<file path="src/sbusfd_pkg.sv">
// Shared types, constants and helpers for the SBUS frame decoder.
package sbusfd_pkg;

    localparam int unsigned NUM_CELLS = 22;
    localparam int unsigned NUM_CH    = 16;
    localparam int unsigned RAW_W     = 11;
    localparam int unsigned OFF_W     = 11;
    localparam int unsigned LIM_W     = 10;
    localparam int unsigned POS_W     = 5;

    localparam logic [7:0] HEADER_BYTE = 8'h0F;
    localparam logic [7:0] FOOTER_BYTE = 8'h00;

    // byte positions within a frame
    localparam logic [POS_W-1:0] POS_IDLE   = 5'd0;
    localparam logic [POS_W-1:0] POS_DATA0  = 5'd1;
    localparam logic [POS_W-1:0] POS_DATAN  = 5'd22;
    localparam logic [POS_W-1:0] POS_FLAGS  = 5'd23;
    localparam logic [POS_W-1:0] POS_FOOTER = 5'd24;
    localparam logic [POS_W-1:0] POS_DONE   = 5'd25;

    // configuration register indexes
    localparam logic CFG_CENTER = 1'b0;
    localparam logic CFG_LIMIT  = 1'b1;

    // switch codes
    localparam logic [1:0] SW_DOWN = 2'd1;
    localparam logic [1:0] SW_UP   = 2'd2;
    localparam logic [1:0] SW_MID  = 2'd3;

    typedef struct packed {
        logic shift1;   // take byte from neighbour above
        logic shift2;   // take byte from two cells above
    } t_cell_ctl;

    function automatic logic [1:0] map_switch(input logic [1:0] code);
        logic [1:0] res;
        unique case (code)
            2'd0:    res = SW_DOWN;
            2'd1:    res = SW_UP;
            default: res = SW_MID;
        endcase
        return res;
    endfunction

endpackage

</file>
<file path="src/sbusfd_cell.sv">
// One byte cell of the frame store chain.
module sbusfd_cell (
    input  logic                 i_clk,
    input  sbusfd_pkg::t_cell_ctl i_ctl,
    input  logic [7:0]           i_next1,
    input  logic [7:0]           i_next2,
    output logic [7:0]           o_byte
);
    import sbusfd_pkg::*;

    logic [7:0] r_byte;
    logic [7:0] n_byte;

    always_comb begin
        n_byte = r_byte;
        if (i_ctl.shift2) begin
            n_byte = i_next2;
        end else if (i_ctl.shift1) begin
            n_byte = i_next1;
        end
    end

    always_ff @(posedge i_clk) begin
        r_byte <= n_byte;
    end

    assign o_byte = r_byte;

endmodule

</file>
<file path="src/sbusfd_scale.sv">
// Channel extraction from the bottom cells, offset subtraction and clamp.
module sbusfd_scale (
    input  logic [23:0]                      i_window,
    input  logic [2:0]                       i_bit_off,
    input  logic [sbusfd_pkg::OFF_W-1:0]     i_center,
    input  logic [sbusfd_pkg::LIM_W-1:0]     i_limit,
    output logic signed [sbusfd_pkg::RAW_W-1:0] o_value
);
    import sbusfd_pkg::*;

    logic [23:0]        w_shifted;
    logic [RAW_W-1:0]   w_raw;
    logic signed [11:0] w_diff;
    logic signed [11:0] w_lim;
    logic signed [11:0] w_clamped;

    always_comb begin
        w_shifted = i_window >> i_bit_off;
        w_raw     = w_shifted[RAW_W-1:0];
        w_diff    = signed'({1'b0, i_center}) - signed'({1'b0, w_raw});
        w_lim     = signed'({2'b00, i_limit});
        if (w_diff > w_lim) begin
            w_clamped = w_lim;
        end else if (w_diff < -w_lim) begin
            w_clamped = -w_lim;
        end else begin
            w_clamped = w_diff;
        end
        o_value = w_clamped[RAW_W-1:0];
    end

endmodule

</file>
<file path="src/sbus_frame_decoder.sv">
// SBUS frame decoder: byte cell chain, frame control and channel output.
// A good footer word sets r_emit; the first channel word then goes through the output register.
// Throughput: one input word per cycle while loading; after a good frame the
//   16 channel words leave one per cycle while the receiver is ready (the cell
//   chain shifts one or two bytes per channel), and the input stalls while they are produced.
// Reset (i_rst_n low, synchronous): frame position, header flag, emit and
//   output valid cleared; centre offset 1024, clamp limit 660.
module sbus_frame_decoder (
    input  logic        i_clk,
    input  logic        i_rst_n,
    // input words
    input  logic        s_axis_tvalid,
    output logic        s_axis_tready,
    input  logic [7:0]  s_axis_tdata,   // [7:0] rx_byte
    input  logic        s_axis_tuser,   // [0] frame_start
    // channel words
    output logic        m_axis_tvalid,
    input  logic        m_axis_tready,
    output logic [31:0] m_axis_tdata,   // [3:0] channel_index, [14:4] channel_value,
                                        // [16:15] switch_one, [18:17] switch_two,
                                        // [26:19] frame_flags, [31:27] zero
    output logic        m_axis_tlast,   // last_of_frame
    // configuration
    input  logic        i_cfg_we,
    input  logic        i_cfg_idx,
    input  logic [10:0] i_cfg_data
);
    import sbusfd_pkg::*;

    // configuration registers
    logic [OFF_W-1:0] r_center;
    logic [LIM_W-1:0] r_limit;

    // frame control
    logic [POS_W-1:0] r_pos;
    logic [POS_W-1:0] n_pos;
    logic             r_hdr;
    logic             n_hdr;
    logic [7:0]       r_flags;
    logic             r_emit;
    logic             n_emit;
    logic [3:0]       r_ch;
    logic [2:0]       r_boff;   // bit offset of current channel in cell 0

    // output register
    logic                    r_out_valid;
    logic [3:0]              r_out_ch;
    logic signed [RAW_W-1:0] r_out_val;
    logic [7:0]              r_out_flags;
    logic                    r_out_last;

    logic                    w_acc;
    logic                    w_load;
    logic                    w_fire;
    logic                    w_adv1;
    logic                    w_adv2;
    logic                    w_emit_go;
    t_cell_ctl               w_ctl;
    logic [7:0]              w_cell [NUM_CELLS];
    logic signed [RAW_W-1:0] w_value;

    assign s_axis_tready = !r_emit;
    assign w_acc  = s_axis_tvalid && s_axis_tready;
    assign w_fire = r_emit && (!r_out_valid || m_axis_tready);

    // channel at bit offset >= 5: the next channel starts in the third cell, so move two bytes on
    assign w_adv2 = w_fire && (r_boff >= 3'd5);
    assign w_adv1 = w_fire && (r_boff < 3'd5);

    always_comb begin
        n_pos     = r_pos;
        n_hdr     = r_hdr;
        w_load    = 1'b0;
        w_emit_go = 1'b0;
        if (w_acc) begin
            if (s_axis_tuser) begin
                n_hdr = (s_axis_tdata == HEADER_BYTE);
                n_pos = POS_DATA0;
            end else if (r_pos >= POS_DATA0 && r_pos <= POS_DATAN) begin
                w_load = 1'b1;
                n_pos  = r_pos + 5'd1;
            end else if (r_pos == POS_FLAGS) begin
                n_pos = POS_FOOTER;
            end else if (r_pos == POS_FOOTER) begin
                n_pos     = POS_DONE;
                w_emit_go = r_hdr && (s_axis_tdata == FOOTER_BYTE);
            end
        end
        n_emit = r_emit;
        if (w_emit_go) begin
            n_emit = 1'b1;
        end else if (w_fire && r_ch == 4'(NUM_CH - 1)) begin
            n_emit = 1'b0;
        end
        w_ctl.shift1 = w_load || w_adv1;
        w_ctl.shift2 = w_adv2;
    end

    // cell chain: data bytes enter at the top cell, byte 1 ends in cell 0
    for (genvar k = 0; k < NUM_CELLS; k++) begin : g_cell
        logic [7:0] w_n1;
        logic [7:0] w_n2;
        if (k == NUM_CELLS - 1) begin : g_top
            assign w_n1 = s_axis_tdata;
            assign w_n2 = 8'h00;
        end else if (k == NUM_CELLS - 2) begin : g_sub
            assign w_n1 = w_cell[k+1];
            assign w_n2 = 8'h00;
        end else begin : g_mid
            assign w_n1 = w_cell[k+1];
            assign w_n2 = w_cell[k+2];
        end
        sbusfd_cell u_cell (
            .i_clk   (i_clk),
            .i_ctl   (w_ctl),
            .i_next1 (w_n1),
            .i_next2 (w_n2),
            .o_byte  (w_cell[k])
        );
    end

    sbusfd_scale u_scale (
        .i_window  ({w_cell[2], w_cell[1], w_cell[0]}),
        .i_bit_off (r_boff),
        .i_center  (r_center),
        .i_limit   (r_limit),
        .o_value   (w_value)
    );

    always_ff @(posedge i_clk) begin
        if (!i_rst_n) begin
            r_center    <= OFF_W'(1024);
            r_limit     <= LIM_W'(660);
            r_pos       <= POS_IDLE;
            r_hdr       <= 1'b0;
            r_emit      <= 1'b0;
            r_out_valid <= 1'b0;
        end else begin
            if (i_cfg_we) begin
                unique case (i_cfg_idx)
                    CFG_CENTER: r_center <= i_cfg_data;
                    CFG_LIMIT:  r_limit  <= i_cfg_data[LIM_W-1:0];
                    default:    ;
                endcase
            end
            r_pos  <= n_pos;
            r_hdr  <= n_hdr;
            r_emit <= n_emit;
            if (w_fire) begin
                r_out_valid <= 1'b1;
            end else if (m_axis_tready) begin
                r_out_valid <= 1'b0;
            end
        end
    end

    // payload and channel walk: no reset needed
    always_ff @(posedge i_clk) begin
        if (w_acc && !s_axis_tuser && r_pos == POS_FLAGS) begin
            r_flags <= s_axis_tdata;
        end
        if (w_emit_go) begin
            r_ch   <= 4'd0;
            r_boff <= 3'd0;
        end else if (w_fire) begin
            r_ch   <= r_ch + 4'd1;
            // 11 bits on: one byte plus 3, or two bytes minus 5
            r_boff <= w_adv2 ? (r_boff - 3'd5) : (r_boff + 3'd3);
        end
        if (w_fire) begin
            r_out_ch    <= r_ch;
            r_out_val   <= w_value;
            r_out_flags <= r_flags;
            r_out_last  <= (r_ch == 4'(NUM_CH - 1));
        end
    end

    assign m_axis_tvalid = r_out_valid;
    assign m_axis_tlast  = r_out_last;
    assign m_axis_tdata  = {5'b00000, r_out_flags,
                            map_switch(r_out_flags[3:2]),
                            map_switch(r_out_flags[1:0]),
                            r_out_val, r_out_ch};

`ifndef ASSERT_OFF
    // no input taken while channel words are being produced
    a_no_input_in_emit: assert property (@(posedge i_clk) disable iff (!i_rst_n)
        r_emit |-> !s_axis_tready)
        else $error("input accepted during channel output");

    // the last channel closes the emit phase
    a_emit_ends: assert property (@(posedge i_clk) disable iff (!i_rst_n)
        (w_fire && r_ch == 4'(NUM_CH - 1)) |=> !r_emit)
        else $error("emit phase did not end after last channel");

    // tlast only with channel fifteen
    a_last_is_ch15: assert property (@(posedge i_clk) disable iff (!i_rst_n)
        (m_axis_tvalid && m_axis_tlast) |-> (m_axis_tdata[3:0] == 4'hF))
        else $error("tlast on wrong channel");

    // emit starts only on a footer word with a good header
    a_emit_start: assert property (@(posedge i_clk) disable iff (!i_rst_n)
        $rose(r_emit) |-> ($past(r_pos) == POS_FOOTER && $past(r_hdr)))
        else $error("emit started outside a good footer");
`endif

endmodule

</file>
<file path="config.mk">
export PLATFORM = sky130hd
export DESIGN_NAME = sbus_frame_decoder
export DESIGN_NICKNAME = d
export VERILOG_FILES = /design/src/sbusfd_pkg.sv /design/src/sbusfd_cell.sv /design/src/sbusfd_scale.sv /design/src/sbus_frame_decoder.sv
export SDC_FILE = /design/constraint.sdc
export NUM_CORES = 1
export LEC_CHECK = 0
export BUFFER_PORTS_ARGS = -buffer_cell sky130_fd_sc_hd__buf_2
export CAP_MARGIN = 15
export CORE_MARGIN = 2
export CORE_UTILIZATION = 62
export CTS_CLUSTER_DIAMETER = 60
export DETAILED_ROUTE_END_ITERATION = 8
export GPL_TIMING_DRIVEN = 0
export MAX_ROUTING_LAYER = met4
export PLACE_DENSITY = 0.82
export SYNTH_ARGS = -nofsm -noshare
export SYNTH_HDL_FRONTEND = slang
export SYNTH_SLANG_ARGS = --single-unit
</file>
<file path="constraint.sdc">
create_clock -name i_clk -period 7.7 [get_ports i_clk]
set_clock_uncertainty 0.2 [all_clocks]
set_input_delay 0.77 -clock i_clk [delete_from_list [all_inputs] [get_ports i_clk]]
set_output_delay 0.77 -clock i_clk [all_outputs]
set_load 0.01 [all_outputs]
</file>
# Word level (Yosys, flattened, before mapping)
# Index checks and enable logic that the tools add are counted.
[word_totals] regBits=244 word_cells=142 output_inout_bits=35 input_bits=26
[op_classes] shifts=1 bitwise_logic=1 n_mux=61 eq_ne=6 n_reduce_logical=25 addsub=6 magnitude_cmp=6
[ops] op="8-bit two-way mux" count=40
[ops] op="24-bit by 3-bit >> shifter with 11-bit output" count=1
[ops] op="5-bit two-way mux" count=4
[ops] op="12-bit by 11-bit greater-than comparator with 1-bit output" count=1
[ops] op="12-bit < comparator" count=1
[ops] op="1-bit two-way mux" count=12
[ops] op="10-bit negation with 12-bit output" count=1
[ops] op="11-bit by 11-bit subtractor with 12-bit output" count=1
[ops] op="11-bit two-way mux" count=1
[ops] op="5-bit == test (second input constant)" count=2
[ops] op="10-bit two-way mux" count=1
[ops] op="1-bit logical AND" count=9
[ops] op="8-bit by 4-bit == test with 1-bit output (second input constant)" count=1
[ops] op="8-bit logical NOT" count=1
[ops] op="2-bit one-hot mux with 2 select lines" count=2
[ops] op="2-bit AND reduction" count=4
[ops] op="2-bit nonzero test" count=3
[ops] op="5-bit by 1-bit adder with 5-bit output (second input constant)" count=1
[ops] op="5-bit by 1-bit >= comparator with 1-bit output (second input constant)" count=1
[ops] op="5-bit <= comparator (second input constant)" count=1
[ops] op="4-bit by 1-bit adder with 4-bit output (second input constant)" count=1
[ops] op="2-bit by 1-bit == test with 1-bit output (second input constant)" count=2
[ops] op="4-bit == test (second input constant)" count=1
[ops] op="2-bit logical NOT" count=2
[ops] op="other kinds (9)" count=12

# Longest topological paths before layout
# Gate-level depths: netlist (run 1).
[depth] ltp_word=8 ltp_mapped=23 ltp_nobuf=21

# Hierarchy
# Synthesis (run 1) repeated with hierarchy kept, for this count alone.
[hier_totals] hier_cells=889 area_unflattened_um2=12951.2
[by_module_without_submodules] mod="sbusfd_cell" instances=22 area_each_um2=377.9 seq_area_each_um2=240.2 cells_each=18
[by_module_without_submodules] mod="sbus_frame_decoder" instances=1 area_each_um2=2691.3 seq_area_each_um2=1681.6 cells_each=239
[by_module_without_submodules] mod="sbusfd_scale" instances=1 area_each_um2=1946.9 seq_area_each_um2=0.0 cells_each=254

# Least setup slack after synthesis (run 1)
# No wires, ideal clock.
[synth_path] path_type="input-to-reg" from="input m_axis_tready" to="register g_cell[0].u_cell.r_byte[0], enable pin" t_required_ps=6951 setup_slack_ps=548 setup_ps=549 stages=7 path_buffers=3 t_arrival_ps=6403 cell_sequence="nor2b_1 nor2_1 clkbuf_1 a22o_1 buf_4 buf_4 nand2b_1"
[synth_between] elab_chain_len=5 elab_cells_between_ends=6 cone_classes="reduce/logical (6)"
[synth_lines] element="from (decl)" line="sbus_frame_decoder.sv:18" rtl="input logic m_axis_tready,"
[synth_lines] element="1-bit logical OR *" line="sbus_frame_decoder.sv:64" rtl="assign w_fire = r_emit && (!r_out_valid || m_axis_tready);"
[synth_lines] element="1-bit logical AND *" line="sbus_frame_decoder.sv:64"
[synth_lines] element="named net w_fire" line="sbus_frame_decoder.sv:54" rtl="logic w_fire;"
[synth_lines] element="1-bit logical AND" line="sbus_frame_decoder.sv:68" rtl="assign w_adv1 = w_fire && (r_boff < 3'd5);"
[synth_lines] element="1-bit logical OR" line="sbus_frame_decoder.sv:95" rtl="w_ctl.shift1 = w_load || w_adv1;"
[synth_lines] element="2-bit nonzero test (no line) *"
[synth_lines] element="to (signal assigned)" line="sbusfd_cell.sv:24" rtl="r_byte <= n_byte;"
[synth_lines] element="to (decl)" line="sbusfd_cell.sv:11" rtl="logic [7:0] r_byte;"
# Mark *: on every way through the listed nets, which the timed path passes. The rest lies on a longest branch.
# A chain may end at the register's enable or synchronous reset.

# Worst setup path after layout (run 1)
[layout_path] from="register r_boff[1]" to="register r_out_val[7], data pin"
[layout_between] elab_chain_len=5 elab_cells_between_ends=6 cone_classes="add/sub (1); order compare (2); shift (1); mux (2)"
[layout_lines] element="from (decl)" line="sbus_frame_decoder.sv:43" rtl="logic [2:0] r_boff;"
[layout_lines] element="from (signal assigned)" line="sbus_frame_decoder.sv:168" rtl="r_boff <= w_adv2 ? (r_boff - 3'd5) : (r_boff + 3'd3);"
[layout_lines] element="24-bit by 3-bit >> shifter with 11-bit output *" line="sbusfd_scale.sv:18" rtl="w_shifted = i_window >> i_bit_off;"
[layout_lines] element="11-bit by 11-bit subtractor with 12-bit output *" line="sbusfd_scale.sv:20" rtl="w_diff = signed'({1'b0, i_center}) - signed'({1'b0, w_raw});"
[layout_lines] element="12-bit < comparator" line="sbusfd_scale.sv:24" rtl="end else if (w_diff < -w_lim) begin"
[layout_lines] element="11-bit two-way mux" line="sbusfd_scale.sv:24"
[layout_lines] element="10-bit two-way mux *" line="sbusfd_scale.sv:22" rtl="if (w_diff > w_lim) begin"
[layout_lines] element="named net u_scale.o_value, one bit" line="sbusfd_scale.sv:7" rtl="output logic signed [sbusfd_pkg::RAW_W-1:0] o_value"
[layout_lines] element="to (signal assigned)" line="sbus_frame_decoder.sv:172" rtl="r_out_val <= w_value;"
[layout_lines] element="to (decl)" line="sbus_frame_decoder.sv:48" rtl="logic signed [RAW_W-1:0] r_out_val;"
# Marks and branches as above.

==> results of run 1 <==
## final timing paths
check,end,slack [ns],cells past startpoint
max,r_out_val[7]$_DFFE_PP_,1.95,20
min,r_out_flags[4]$_DFFE_PP_,0.22,0
max reg2reg,r_out_val[7]$_DFFE_PP_,1.95,20
min reg2reg,r_out_flags[4]$_DFFE_PP_,0.22,0
## Yosys cell counts, types with 5 or more instances
| cell | count | area (sq um) |
|---|---|---|
| nand2b_1 | 8 | 50.05 |
| o21a_1 | 6 | 45.04 |
| buf_4 | 8 | 60.06 |
| mux2i_1 | 37 | 370.4 |
| edfxtp_1 | 192 | 5766 |
| nor3_1 | 11 | 55.05 |
| inv_1 | 26 | 97.59 |
| o211ai_1 | 6 | 45.04 |
| xnor2_1 | 14 | 122.6 |
| a21oi_1 | 44 | 220.2 |
| nor2_1 | 53 | 198.9 |
| xor2_1 | 6 | 52.55 |
| ha_1 | 41 | 513.0 |
| a211oi_1 | 10 | 75.07 |
| o21ai_0 | 30 | 150.1 |
| dfxtp_1 | 52 | 1041 |
| a31oi_1 | 9 | 56.30 |
| clkbuf_1 | 48 | 180.2 |
| nand3_1 | 5 | 25.02 |
| nor2b_1 | 11 | 68.82 |
| nand2_1 | 547 | 2053 |
| buf_1 | 7 | 26.28 |
## where the power goes
part / internal (uW) / switching, uW
Clock: 628 / 503
Sequential: 1570 / 77.6
Combinational: 308 / 442
Total: 2510 / 1020
## through the flow
| step | setup WS (ns) | TNS (ns) | std cells | total power (uW) | utilization |
|---|---|---|---|---|---|
| 4_1_cts | 2.062 | 0 | 1577 | 3536 | 0.7092 |
| 2_1_floorplan | 0.5480 | 0 | 1239 | 2234 | - |
| 3_3_place_gp | -1.598 | -253.90 | 1527 | 2382 | 0.6643 |
| 5_1_grt | 1.514 | 0 | 1577 | 3705 | 0.7092 |
| 6_report | 1.948 | 0 | 1577 | 3532 | 0.7092 |
| 3_5_place_dp | 2.139 | 0 | 1529 | 2406 | 0.6681 |
## critical path, cell delays in order, from the launching register on
cell and delay (ns):
dfxtp_1 0.40, buf_1 0.52, mux2i_1 0.43, mux2i_1 0.15, mux2i_1 0.21, ha_1 0.30
a21oi_1 0.32, nor3b_2 0.32, a21o_1 0.16, a21oi_1 0.07, or3_1 0.34, and2_1 0.20
ha_1 0.28, o21ai_0 0.07, nand2_1 0.07, a21oi_1 0.07, a31oi_1 0.62, clkbuf_1 0.43
nor2_1 0.07, o21ai_0 0.16, o21ai_0 0.10
## state kept, by name, summed over array words and instances (netlist names)
register              cells
g_cell.u_cell.o_byte    176
r_center                 11
r_out_val                11
r_limit                  10
r_flags                   8
r_out_flags               8
r_pos                     5
r_ch                      4
r_out_ch                  4
r_boff                    3
m_axis_tlast              1
m_axis_tvalid             1
r_emit                    1
r_hdr                     1
## cell type report
class / instances / area [sq um]
Timing Repair Buffer: 56 / 325.3
Tap cell: 234 / 292.8
Clock inverter: 11 / 76.32
Multi-Input combinational cell: 904 / 4697
Sequential cell: 244 / 6807
Fill cell: 1350 / 5440
Inverter: 26 / 97.59
Clock buffer: 37 / 691.9
Buffer: 65 / 277.8
## cell families (layout without fill, tap and decap cells)
logic type | Yosys count | count (layout) | synth area share
buffers and inverters | 91 | 195 | 0.03157
xor gates and xnor gates | 20 | 20 | 0.01478
AOI/OAI and AO/OA | 127 | 127 | 0.06663
adders and majority gates | 42 | 42 | 0.04498
and+or+nand+nor | 668 | 668 | 0.2284
other | 1 | 5 | 0.0003165
DFF | 244 | 244 | 0.5744
muxes | 42 | 42 | 0.03886
## per-layer routing
layer / global-route usage / share of wire
met2: 0.3933 / 0.48
met4: 0.06263 / 0.022
met1: 0.3241 / 0.45
met5: - / 0
met3: 0.03466 / 0.048
==> results.toml, run 1 <==
[final_layout]
synthToLayoutAreaGrowth_pct = 11.95
nets = 1391
layout-drive-gt1-share = 0.08861
layout_commonest_cell = "nand2_1"
final_cell_mix = "nand2_1 (547), edfxtp_1 (192), clkbuf_1 (58)"
diodes = 0
design_area_sq_um = 13270

[critical_path]
worstPathRequired_ns = 7.77
worstPathMaxFanout = 10
startpoint_type = "register"
cp.arrival_ns = 5.82
path_class = "reg -> reg"
critPathLaunch = "r_boff[1]$_SDFFE_PP0P_"
cp-end-kind = "register"
rr_startpoint = "r_boff[1]$_SDFFE_PP0P_"

[die]
die_y_um = 142.2
fp.dieW_um = 142.2
rows = 50
start_util = 0.6334
core_area_sq_um = 18710
io_pins = 61
fp.dieArea_sq_um = 20230

[worst_hold_path]
min_path_type = "reg -> reg"
hold_start = "r_flags[4]$_DFFE_PP_"

[global_routing]
grt_pass1_wl_um = 38690
grt_pass1_vias = 8123
antenna_found_initial = 0
grt-ovfl-total = 0
grt_max_degree = 60
track_usage = 0.2419

[sta]
worst_pin_slew_ns = 1.052
min_period_ns = 5.752
timing.hold.ws_ns = 0.2175
max_freq_ghz = 0.1739
grt_setup_unrepaired = "false"
finalMaxSlewViolations = 0
fin_crit_sh = 0.7470
setup_viol = 0
relSlewSlack = 0.2932
hold_viol = 0

[cts]
ctsResizeCount = 0
cts_buffers = 26
cts_sinks = 244
ctsRootBufferMaster = "clkbuf_16"
clock_latency_ns = 0.55
holdBufCountCts = 0
cts_buffer_depth = 3
clk_pin_slew_ns = 0.06
htreeDepth = 1
post_cts_buffers = 0
tritoncts = "done"

[place]
dpl.hpwl_um = 15970
gp_congestion = 0.9086
numPortBuffers = 54
placed_area_sq_um = 12500

[synth]
yosysUniqueCellTypes = 58
ys_warn_count = 0
synth_cells = 1235
synth-async-reset-ratio = 0
synth-edff-count = 192
avgSynthCellArea_sq_um = 9.594
netlist_area_sq_um = 11850
ys_ff_latch = 244
ys_seq_area_frac = 0.5744
synthFlopType = "edfxtp_1"

[drt]
drtAntennaViolNets = 0
firstDrtPassIters = 7
wl_um = 23360
viasPerCell = 5.536
vias = 8731
drc = 0
drt-initial-drc-count = 707
wl_per_cell_um = 14.81

[run]
maxCapViolCount = 0

[pwr]
vdd.ir_drop.worst_uv = 237.9
p_leak_uw = 0.005566
powerDensity_nw_per_um2 = 266.2

[run_status]
status = "completed"
(Power assumes the default switching activity.)
==> run 2: changes to the inputs <==
--- a/config.mk
+++ b/config.mk
@@ -8,12 +8,12 @@
 export BUFFER_PORTS_ARGS = -buffer_cell sky130_fd_sc_hd__buf_2
 export CAP_MARGIN = 15
 export CORE_MARGIN = 2
-export CORE_UTILIZATION = 62
+export CORE_UTILIZATION = 56
 export CTS_CLUSTER_DIAMETER = 60
 export DETAILED_ROUTE_END_ITERATION = 8
 export GPL_TIMING_DRIVEN = 0
 export MAX_ROUTING_LAYER = met4
-export PLACE_DENSITY = 0.82
+export PLACE_DENSITY = 0.78
 export SYNTH_ARGS = -nofsm -noshare
 export SYNTH_HDL_FRONTEND = slang
 export SYNTH_SLANG_ARGS = --single-unit
==> constraint.sdc (replaced) <==
create_clock -name i_clk -period 5.15 [get_ports i_clk]
set_clock_uncertainty 0.2 [all_clocks]
set_input_delay 0.515 -clock i_clk [delete_from_list [all_inputs] [get_ports i_clk]]
set_output_delay 0.515 -clock i_clk [all_outputs]
set_load 0.01 [all_outputs]
==> run 2 against run 1 <==
  * Power increased by 55%
  * Sequential share of layout area decreased by 1.2 points
  * Combinational power increased by 55%
  * Highest routed layer unchanged
  * Largest power group unchanged
  * Largest cell class unchanged
==> results.toml, run 2 (same netlist as run 1, synthesis figures left out) <==
[die]
io_pins = 61
start_util = 0.5672
rows = 53
die_y_um = 149.5
fp.dieArea_sq_um = 22340
core_area_sq_um = 20890
fp.dieW_um = 149.5

[final_layout]
layout_commonest_cell = "nand2_1"
multiInputGateArea_sq_um = 4758
layout-drive-gt1-share = 0.1073
design_area_sq_um = 13580
fillers = 1664
synthToLayoutAreaGrowth_pct = 14.60
final_core_util = 0.6501
regArea_sq_um = 6809
final_cell_mix = "nand2_1 (547), edfxtp_1 (192), buf_2 (56)"
nets = 1400
diodes = 0
largest_reg_flops = 176

[pwr]
power_frac_clock = 0.334
p_leak_uw = 0.005670
netSwitchingFraction = 0.2872
combPwrFrac = 0.213
vdd.ir_drop.worst_uv = 256.6
seqPwrFrac = 0.453
p_int_uw = 3893
powerDensity_nw_per_um2 = 402.2
power_switching_uw = 1568

[sta]
hold_viol = 0
setup_viol = 0
worst_pin_slew_ns = 1.049
finalMaxSlewViolations = 0
min_period_ns = 4.890
max_freq_ghz = 0.2045
fin_crit_sh = 0.9495
relSlewSlack = 0.2950

[run_status]
status = "completed"

[critical_path]
max_stage_delay_ns = 0.39
rr_startpoint = "r_boff[1]$_SDFFE_PP0P_"
reg2regPathDepth = 20
cp_common_cell = "mux2i_1"
rrSetupSlack_ns = 0.26
crit_chain = "buf_6, mux2i_4, mux2i_1, mux2i_1, ha_1, a21oi_4, nor3b_4, a21o_1, a21oi_1, or3_1, and2_1, ha_1, a211oi_1, o21a_1, a221o_1, a31o_2, a21oi_1, buf_4, nor2b_1, mux2i_1"
cp.arrival_ns = 4.99
slowest_stage = "dfxtp_2"
worstPathRequired_ns = 5.25
path_class = "reg -> reg"
rr_endpoint = "r_out_val[0]$_DFFE_PP_"
cp-end-kind = "register"
startpoint_type = "register"
worstPathMaxFanout = 10

[cts]
clk_pin_slew_ns = 0.06
tritoncts = "done"
cts_buffer_depth = 3
clock_latency_ns = 0.55
htreeDepth = 1
cts_sinks = 244
ctsRootBufferMaster = "clkbuf_16"
cts_buffers = 26

[place]
placed_area_sq_um = 12550
gp_congestion = 0.8682
numPortBuffers = 54
dpl.hpwl_um = 16130

[global_routing]
grt_pass1_vias = 8156
grt_pass1_wl_um = 39430
grt-ovfl-total = 0
track_usage = 0.2225
antenna_found_initial = 0
grt_max_degree = 72

[drt]
wl_um = 23710
drc = 0
drtAntennaViolNets = 0
firstDrtPassIters = 5
wl_per_cell_um = 14.58
drt-initial-drc-count = 656
vias = 8742
viasPerCell = 5.376

[worst_hold_path]
min_path_type = "in -> reg"
hold_start = "s_axis_tdata[2]"
hold_depth = 1
holdPathEnd = "r_flags[2]$_DFFE_PP_"

[run]
maxCapViolCount = 0
## run 2: changes by cell type in the layout (fill, tap and decap cells not counted), moves of 3 or more
cell | before | now
clkbuf_1 | 58 | 49
buf_1 | 7 | 3
buf_4 | 8 | 11
clkinv_1 | 6 | 1
clkinvlp_4 | 0 | 3
dlygate4sd3_1 | 0 | 8
clkbuf_2 | 1 | 5
## run 2: power by group through the flow
stage / Combinational, uW / Sequential [uW] / Clock, uW
finish: 1160 / 2470 / 1820
global route: 1300 / 2490 / 1930
CTS: 1110 / 2470 / 1860
detailed placement: 1090 / 2500 / 0
global placement: 1040 / 2510 / 0
floorplan: 853 / 2480 / 0
## run 2: worst max path at each step
| stage | to | start | slack (ns) | cells past startpoint |
|---|---|---|---|---|
| 2_1_floorplan | g_cell[0].u_cell.o_byte[0]$_DFFE_PP_ | m_axis_tready | 0.20 | 7 |
| 3_3_place_gp | g_cell[0].u_cell.o_byte[6]$_DFFE_PP_ | m_axis_tready | -1.44 | 7 |
| 3_5_place_dp | r_out_val[2]$_DFFE_PP_ | r_boff[1]$_SDFFE_PP0P_ | -0.41 | 19 |
| 4_1_cts | r_out_val[0]$_DFFE_PP_ | r_boff[0]$_SDFFE_PP0P_ | 0.0006 | 20 |
| 5_1_grt | r_out_val[0]$_DFFE_PP_ | r_boff[1]$_SDFFE_PP0P_ | -0.006 | 21 |
| 6_report | r_out_val[0]$_DFFE_PP_ | r_boff[1]$_SDFFE_PP0P_ | 0.26 | 20 |
## run 2: per-layer routing
layer,wire length (um),vias up,GRT usage
met3,1209,43,0.03018
met1,10610,4102,0.2994
li1,-,4369,-
met2,11420,228,0.3633
met4,469,0,0.05095
met5,0,-,-
## run 2: repair_timing
action,4_1_cts,5_1_grt
resized for setup,7,27
endpoints found under the hold margin,8,0
hold buffers,8,0
setup buffers,0,2
setup endpoints to repair,11,11
## run 2: critical path, delay by kind of cell, from the launching register on
kind	cells	cell delay, ns
buf+inv	2	0.41
flops	1	0.39
mux	4	0.71
simple gates	4	0.84
compound gates	8	1.41
fa+ha+maj	2	0.66
## run 2: cell type report
cell class              instances  area share
clock buffers                  36     0.05372
repair buffers                 66     0.03096
flip-flops and latches        244      0.5014
plain buffers                  64     0.02221
clock inverters                11    0.008753
inverters                      26    0.007187
well taps                     275     0.02534
multi-input cells             904      0.3504
## run 2: stage by stage
| step | hold slack, ns | setup slack (ns) | cells | power [uW] | TNS [ns] |
|---|---|---|---|---|---|
| 2_1_floorplan | 0.2003 | 0.1988 | 1239 | 3331 | 0 |
| 3_3_place_gp | 0.2007 | -1.439 | 1568 | 3554 | -232.16 |
| 3_5_place_dp | 0.2072 | -0.4098 | 1570 | 3595 | -4.003 |
| 4_1_cts | 0.0002152 | 0.0005653 | 1624 | 5437 | 0 |
| 5_1_grt | 0.01400 | -0.006093 | 1626 | 5725 | -0.01196 |
| 6_report | 0.02734 | 0.2603 | 1626 | 5461 | 0 |
